--- src/design/sakd_pkg.sv ---
`timescale 1ns / 1ps
`default_nettype none

package sakd_pkg;

	localparam int NUM_KEYPOINTS = 17;
	localparam int MAX_BINS      = 1024;

	localparam int BIN_W    = $clog2(MAX_BINS);
	localparam int KP_W     = 5;
	localparam int VAL_W    = 8;
	localparam int ZP_W     = 8;
	localparam int SCALE_W  = 16;
	localparam int COORD_W  = 9;
	localparam int SCORE_W  = 25;
	localparam int DIFF_W   = VAL_W + 1;
	localparam int PROD_W   = DIFF_W + SCALE_W + 1;
	localparam int CFG_IDX_W = 2;
	localparam int CFG_DATA_W = 16;

	localparam logic signed [VAL_W-1:0] VAL_MIN = {1'b1, {(VAL_W-1){1'b0}}};
	localparam logic [BIN_W-1:0] BIN_LAST = BIN_W'(MAX_BINS - 1);
	localparam logic [KP_W-1:0]  KP_LAST  = KP_W'(NUM_KEYPOINTS - 1);
	localparam logic [SCALE_W-1:0] SCALE_RESET = SCALE_W'(256);

	typedef enum logic [CFG_IDX_W-1:0] {
		CFG_ZERO_POINT_X = 2'd0,
		CFG_ZERO_POINT_Y = 2'd1,
		CFG_SCALE_X      = 2'd2,
		CFG_SCALE_Y      = 2'd3
	} cfg_idx_t;

	// Per-keypoint argmax result handed from the row tracker to the score pipe
	typedef struct packed {
		logic [KP_W-1:0]         kp;
		logic                    last;
		logic signed [VAL_W-1:0] val_x;
		logic [BIN_W-1:0]        idx_x;
		logic signed [VAL_W-1:0] val_y;
		logic [BIN_W-1:0]        idx_y;
	} kp_res_t;

endpackage

`default_nettype wire

--- src/design/sakd_row_tracker.sv ---
`timescale 1ns / 1ps
`default_nettype none

module sakd_row_tracker
	import sakd_pkg::*;
(
	input  wire logic                    clk,
	input  wire logic                    arst_n,
	input  wire logic                    accept,
	input  wire logic                    cmd,
	input  wire logic signed [VAL_W-1:0] sample,
	input  wire logic                    row_end,
	output logic                         emit,
	output kp_res_t                      res
);

	logic                    started_q;
	logic [BIN_W-1:0]        bin_q;
	logic [KP_W-1:0]         kp_q;
	logic signed [VAL_W-1:0] best_x_q, best_y_q;
	logic [BIN_W-1:0]        idx_x_q, idx_y_q;

	logic                    start;
	logic [BIN_W-1:0]        bin;
	logic signed [VAL_W-1:0] vx, vy;
	logic [BIN_W-1:0]        ix, iy;

	always_comb begin
		start = !started_q;
		bin   = start ? '0 : bin_q;
		vx    = (start && !cmd) ? VAL_MIN : best_x_q;
		ix    = (start && !cmd) ? '0 : idx_x_q;
		vy    = (start && cmd) ? VAL_MIN : best_y_q;
		iy    = (start && cmd) ? '0 : idx_y_q;
		// strictly greater: ties keep the first bin
		if (!cmd && (sample > vx)) begin
			vx = sample;
			ix = bin;
		end
		if (cmd && (sample > vy)) begin
			vy = sample;
			iy = bin;
		end
	end

	assign emit = cmd && row_end;

	always_comb begin
		res.kp    = kp_q;
		res.last  = (kp_q == KP_LAST);
		res.val_x = vx;
		res.idx_x = ix;
		res.val_y = vy;
		res.idx_y = iy;
	end

	always_ff @(posedge clk or negedge arst_n) begin
		if (!arst_n) begin
			started_q <= 1'b0;
			bin_q     <= '0;
			kp_q      <= '0;
			best_x_q  <= VAL_MIN;
			best_y_q  <= VAL_MIN;
			idx_x_q   <= '0;
			idx_y_q   <= '0;
		end else if (accept) begin
			started_q <= !row_end;
			if (row_end) begin
				bin_q <= '0;
			end else if (bin != BIN_LAST) begin
				bin_q <= bin + 1'b1;
			end else begin
				bin_q <= bin;
			end
			if (emit) begin
				best_x_q <= VAL_MIN;
				best_y_q <= VAL_MIN;
				idx_x_q  <= '0;
				idx_y_q  <= '0;
				kp_q     <= (kp_q == KP_LAST) ? '0 : kp_q + 1'b1;
			end else begin
				best_x_q <= vx;
				best_y_q <= vy;
				idx_x_q  <= ix;
				idx_y_q  <= iy;
			end
		end
	end

endmodule

`default_nettype wire

--- src/design/simcc_keypoint_argmax_decoder.sv ---
`timescale 1ns / 1ps
`default_nettype none

// Argmax decoder for SimCC keypoint classifier rows.
// Input channel (in_valid / in_stall): one int8 bin per beat; for each
// keypoint first its x row (cmd = 0), then its y row (cmd = 1), row_end high
// on the last bin of each row. One beat is taken per cycle while in_stall is low.
// Output channel (out_valid / out_stall): one beat per keypoint, sent when
// its y row ends: keypoint number, both argmax bins halved, and the larger
// of the two dequantized maxima in signed Q.8. last_keypoint marks the
// final keypoint of a pose.
// Path: the closing y beat's result is loaded into the argmax register
// at the edge that takes that beat, then moves to the multiply register,
// then to the output register. Throughput: one input beat per cycle while
// in_stall is low, as the compare-and-keep step is combinational.
// Reset clears all row state, the keypoint count and the pipe; zero points
// reset to 0 and scales to 256. Configuration is written through cfg_we /
// cfg_index / cfg_wdata; the user must do so while the block is idle (not enforced).
// When the receiver stalls, the output holds; the pipe keeps filling its
// empty stages, and in_stall rises only once a result would have nowhere
// to go.

module simcc_keypoint_argmax_decoder
	import sakd_pkg::*;
(
	input  wire logic                      clk,
	input  wire logic                      arst_n,
	input  wire logic                      cfg_we,
	input  wire logic [CFG_IDX_W-1:0]      cfg_index,
	input  wire logic [CFG_DATA_W-1:0]     cfg_wdata,
	input  wire logic                      in_valid,
	output logic                           in_stall,
	input  wire logic                      cmd,
	input  wire logic signed [VAL_W-1:0]   sample,
	input  wire logic                      row_end,
	output logic                           out_valid,
	input  wire logic                      out_stall,
	output logic [KP_W-1:0]                keypoint_number,
	output logic [COORD_W-1:0]             coord_x,
	output logic [COORD_W-1:0]             coord_y,
	output logic signed [SCORE_W-1:0]      score,
	output logic                           last_keypoint
);

	logic signed [ZP_W-1:0] zp_x_q, zp_y_q;
	logic [SCALE_W-1:0]     scale_x_q, scale_y_q;

	always_ff @(posedge clk or negedge arst_n) begin
		if (!arst_n) begin
			zp_x_q    <= '0;
			zp_y_q    <= '0;
			scale_x_q <= SCALE_RESET;
			scale_y_q <= SCALE_RESET;
		end else if (cfg_we) begin
			unique case (cfg_idx_t'(cfg_index))
				CFG_ZERO_POINT_X: zp_x_q    <= cfg_wdata[ZP_W-1:0];
				CFG_ZERO_POINT_Y: zp_y_q    <= cfg_wdata[ZP_W-1:0];
				CFG_SCALE_X:      scale_x_q <= cfg_wdata[SCALE_W-1:0];
				CFG_SCALE_Y:      scale_y_q <= cfg_wdata[SCALE_W-1:0];
				default: ;
			endcase
		end
	end

	// ready chain, output register back to the input
	logic s1_valid, s2_valid, out_valid_q;
	logic rdy_out, rdy_s2, rdy_s1;

	assign rdy_out  = !out_valid_q || !out_stall;
	assign rdy_s2   = !s2_valid || rdy_out;
	assign rdy_s1   = !s1_valid || rdy_s2;
	assign in_stall = !rdy_s1;

	logic    accept, emit;
	kp_res_t res;

	assign accept = in_valid && !in_stall;

	sakd_row_tracker u_tracker (
		.clk     (clk),
		.arst_n  (arst_n),
		.accept  (accept),
		.cmd     (cmd),
		.sample  (sample),
		.row_end (row_end),
		.emit    (emit),
		.res     (res)
	);

	// stage 1: finished argmax of both rows
	kp_res_t s1_res;

	always_ff @(posedge clk or negedge arst_n) begin
		if (!arst_n) begin
			s1_valid <= 1'b0;
		end else if (rdy_s1) begin
			s1_valid <= accept && emit;
		end
	end

	always_ff @(posedge clk) begin
		if (rdy_s1 && accept && emit) begin
			s1_res <= res;
		end
	end

	// stage 2: dequantize both maxima
	logic signed [DIFF_W-1:0] diff_x, diff_y;
	logic signed [PROD_W-1:0] prod_x, prod_y;

	always_comb begin
		diff_x = $signed({s1_res.val_x[VAL_W-1], s1_res.val_x})
			- $signed({zp_x_q[ZP_W-1], zp_x_q});
		diff_y = $signed({s1_res.val_y[VAL_W-1], s1_res.val_y})
			- $signed({zp_y_q[ZP_W-1], zp_y_q});
		prod_x = diff_x * $signed({1'b0, scale_x_q});
		prod_y = diff_y * $signed({1'b0, scale_y_q});
	end

	logic signed [SCORE_W-1:0] prod_x_s2, prod_y_s2;
	logic [KP_W-1:0]           kp_s2;
	logic                      last_s2;
	logic [COORD_W-1:0]        cx_s2, cy_s2;

	always_ff @(posedge clk or negedge arst_n) begin
		if (!arst_n) begin
			s2_valid <= 1'b0;
		end else if (rdy_s2) begin
			s2_valid <= s1_valid;
		end
	end

	always_ff @(posedge clk) begin
		if (rdy_s2 && s1_valid) begin
			prod_x_s2 <= prod_x[SCORE_W-1:0];
			prod_y_s2 <= prod_y[SCORE_W-1:0];
			kp_s2     <= s1_res.kp;
			last_s2   <= s1_res.last;
			cx_s2     <= COORD_W'(s1_res.idx_x >> 1);
			cy_s2     <= COORD_W'(s1_res.idx_y >> 1);
		end
	end

	// output register: pick the larger score
	logic signed [SCORE_W-1:0] score_q;
	logic [KP_W-1:0]           kp_q;
	logic                      last_q;
	logic [COORD_W-1:0]        cx_q, cy_q;

	always_ff @(posedge clk or negedge arst_n) begin
		if (!arst_n) begin
			out_valid_q <= 1'b0;
		end else if (rdy_out) begin
			out_valid_q <= s2_valid;
		end
	end

	always_ff @(posedge clk) begin
		if (rdy_out && s2_valid) begin
			score_q <= (prod_x_s2 > prod_y_s2) ? prod_x_s2 : prod_y_s2;
			kp_q    <= kp_s2;
			last_q  <= last_s2;
			cx_q    <= cx_s2;
			cy_q    <= cy_s2;
		end
	end

	assign out_valid       = out_valid_q;
	assign keypoint_number = kp_q;
	assign coord_x         = cx_q;
	assign coord_y         = cy_q;
	assign score           = score_q;
	assign last_keypoint   = last_q;

endmodule

`default_nettype wire

--- config.mk ---
export PLATFORM = sky130hd
export DESIGN_NAME = simcc_keypoint_argmax_decoder
export DESIGN_NICKNAME = d
export VERILOG_FILES = /design/src/design/sakd_pkg.sv /design/src/design/sakd_row_tracker.sv /design/src/design/simcc_keypoint_argmax_decoder.sv
export SDC_FILE = /design/constraint.sdc
export NUM_CORES = 1
export LEC_CHECK = 0
export ABC_CLOCK_PERIOD_IN_PS = 8700
export BUFFER_PORTS_ARGS = -buffer_cell sky130_fd_sc_hd__buf_2
export CORE_MARGIN = 3
export CORE_UTILIZATION = 64
export CTS_CLUSTER_DIAMETER = 200
export CTS_CLUSTER_SIZE = 8
export DETAILED_ROUTE_END_ITERATION = 8
export GPL_ROUTABILITY_DRIVEN = 0
export GPL_TIMING_DRIVEN = 0
export HOLD_SLACK_MARGIN = 0.05
export PLACE_DENSITY_LB_ADDON = 0.3
export SLEW_MARGIN = 10
export SYNTH_ARGS = -nofsm -noshare
export SYNTH_HDL_FRONTEND = slang
export SYNTH_HIERARCHICAL = 1
export SYNTH_SLANG_ARGS = --single-unit
--- constraint.sdc ---
create_clock -name clk -period 8.7 [get_ports clk]
set_input_delay 1.74 -clock clk [delete_from_list [all_inputs] [get_ports clk]]
set_output_delay 1.74 -clock clk [all_outputs]
set_load 0.1 [all_outputs]
==> metrics <==
Yosys warnings=6; Top Layer Used=met4; ant diodes=0; critical path startpoint category=register; Final Slew Violations=0; hold_buf cts=0; commonest non-fill, non-tap cells in the layout=252 x inv_1, 200 x fa_1, 190 x ha_1; Initial Utilization=0.6566; Slew HR=0.3056; metal3 WL=3209 um; vias in the first global route=between 10k and 15k; minimum clock period=7869 ps; setup TNS=0 ps; Crit Path Max Fanout=10; Sink Count=around 260; post-cts gate resize count=0; CTS tree=yes; vias per inst=roughly 5.9; Fillers=2196; GRT Overall Usage=0.2714; Fin. Hold Viols=0; most used cell, CP=fa_1; H-tree depth=2; Via Count=14.33k; Critical Path RT=9010 ps; DP HPWL=35300 um; CTS clk-pin slew, worst paths=60 ps; Setup CP Type=reg -> reg; Die Wd=186.8 um; period utilization=0.9044; max cap viols=0; nets@finish=2407; Worst path max stage delay=710 ps; CP Data Arrival Time=8180 ps; row count=65; layout cell share with drive strength beyond 1=0.1201; die area=34910 um^2; Syn Inst Count=1858; Max Clock Skew=roughly 26 ps; post-route ant nets=0; final setup fails=0; die height=186.8 um; Max Fclk=127.1 MHz; Post-Route WL=46820 um; Synth-to-Final Area Change=10.43%; initial DRC count=1154; cts bufs inserted=38; drt wl/cell=19.18 um; Clock Latency Late Sink=approximately 540 ps; syn_area_per_cell=11.27 um^2; post-CTS setup buffers=0; Met1 Wirelength=19310 um; I/O Buffers=82; worst slew pin tran=slightly above 1000 ps; grt total ovfl=0; unrepaired setup endpoints after global routing=false; drt first pass iters=5; CTS root buf=clkbuf_16; I/O pin cnt=84; most common cell after layout, fill and taps aside=inv_1; status=finished, final reports clean; Worst setup EP type=register; HP Class=reg -> reg; Mapped Nets=roughly 2.3k; Worst R2R Setup Slack=830 ps; met2 wire len=22810 um; CTS Buffer Depth=3; Worst path slowest cell=xnor2_1; Syn Std Cell Area=20930 um^2; first-pass GRT wire length=75830 um; largest net degree at the start of global routing=63; Core Area=between 30000 and 40000 um^2; initial antenna violation count=0; DRC violations left=0
## metal layers
layer,up-vias,track usage
met4,0,0.09101
met3,97,0.04873
li1,6481,-
met1,7184,0.3703
met5,-,0
met2,564,0.4461
## final timing paths
path | cells past startpoint | start | endpoint
worst min-delay path | 0 | s1_res[36]$_DFFE_PP_ | last_s2$_DFFE_PP_
worst max register to register | 25 | zp_y_q[0]$_DFFE_PN0P_ | prod_y_s2[22]$_DFFE_PP_
max in group asynchronous | 2 | arst_n | scale_x_q[8]$_DFFE_PN1P_
worst max-delay path | 25 | zp_y_q[0]$_DFFE_PN0P_ | prod_y_s2[22]$_DFFE_PP_
min in group asynchronous | 1 | arst_n | u_tracker/bin_q[6]$_DFFE_PN0P_
worst min register to register | 0 | s1_res[36]$_DFFE_PP_ | last_s2$_DFFE_PP_
## critical path: cells and delay by family (launching register included)
kind | cells | cell delay (ps)
buf+inv | 4 | 660
fa+ha+maj | 8 | 3490
xor+xnor | 2 | 1020
flops | 1 | 380
compound gates | 8 | 1720
simple gates | 3 | 370
## cell type report
type	instances	area, um^2	area share
Buffer	55	254.0	0.01099
Sequential cell	264	7427	0.3213
Inverter	252	945.9	0.04092
Clock inverter	3	80.08	0.003464
Timing Repair Buffer	86	508.0	0.02198
Multi-Input combinational cell	1287	12330	0.5332
Tap cell	435	544.3	0.02355
Clock buffer	59	1030	0.04455
## sequential cells by signal, summed over array words and instances (netlist names), 5 cells and up
register / cells
keypoint_number: 5
coord_y: 9
s1_res: 40
zp_y_q: 8
prod_y_s2: 25
scale_y_q: 16
prod_x_s2: 25
u_tracker/bin_q: 10
cx_s2: 9
kp_s2: 5
cy_s2: 9
u_tracker/best_x_q: 8
u_tracker/kp_q: 5
coord_x: 9
u_tracker/idx_y_q: 9
score: 25
u_tracker/idx_x_q: 9
u_tracker/best_y_q: 8
scale_x_q: 16
zp_x_q: 8
## per-stage QoR
stage          utilization  worst slack [ps]  instances  area (um^2)  hold WS (ps)
3_5_place_dp        0.6902              1000       2379        22000         404.5
5_1_grt             0.7250             483.6       2441        23110         418.8
4_1_cts             0.7250             951.7       2441        23110         394.0
2_1_floorplan            -              2252       1858        20930         400.3
3_3_place_gp        0.6865              1141       2375        21890         403.3
6_report            0.7250             831.4       2441        23110         397.7
Power is not shown: default switching activity piles up to over one toggle a cycle in this logic, so the estimate is an artifact.
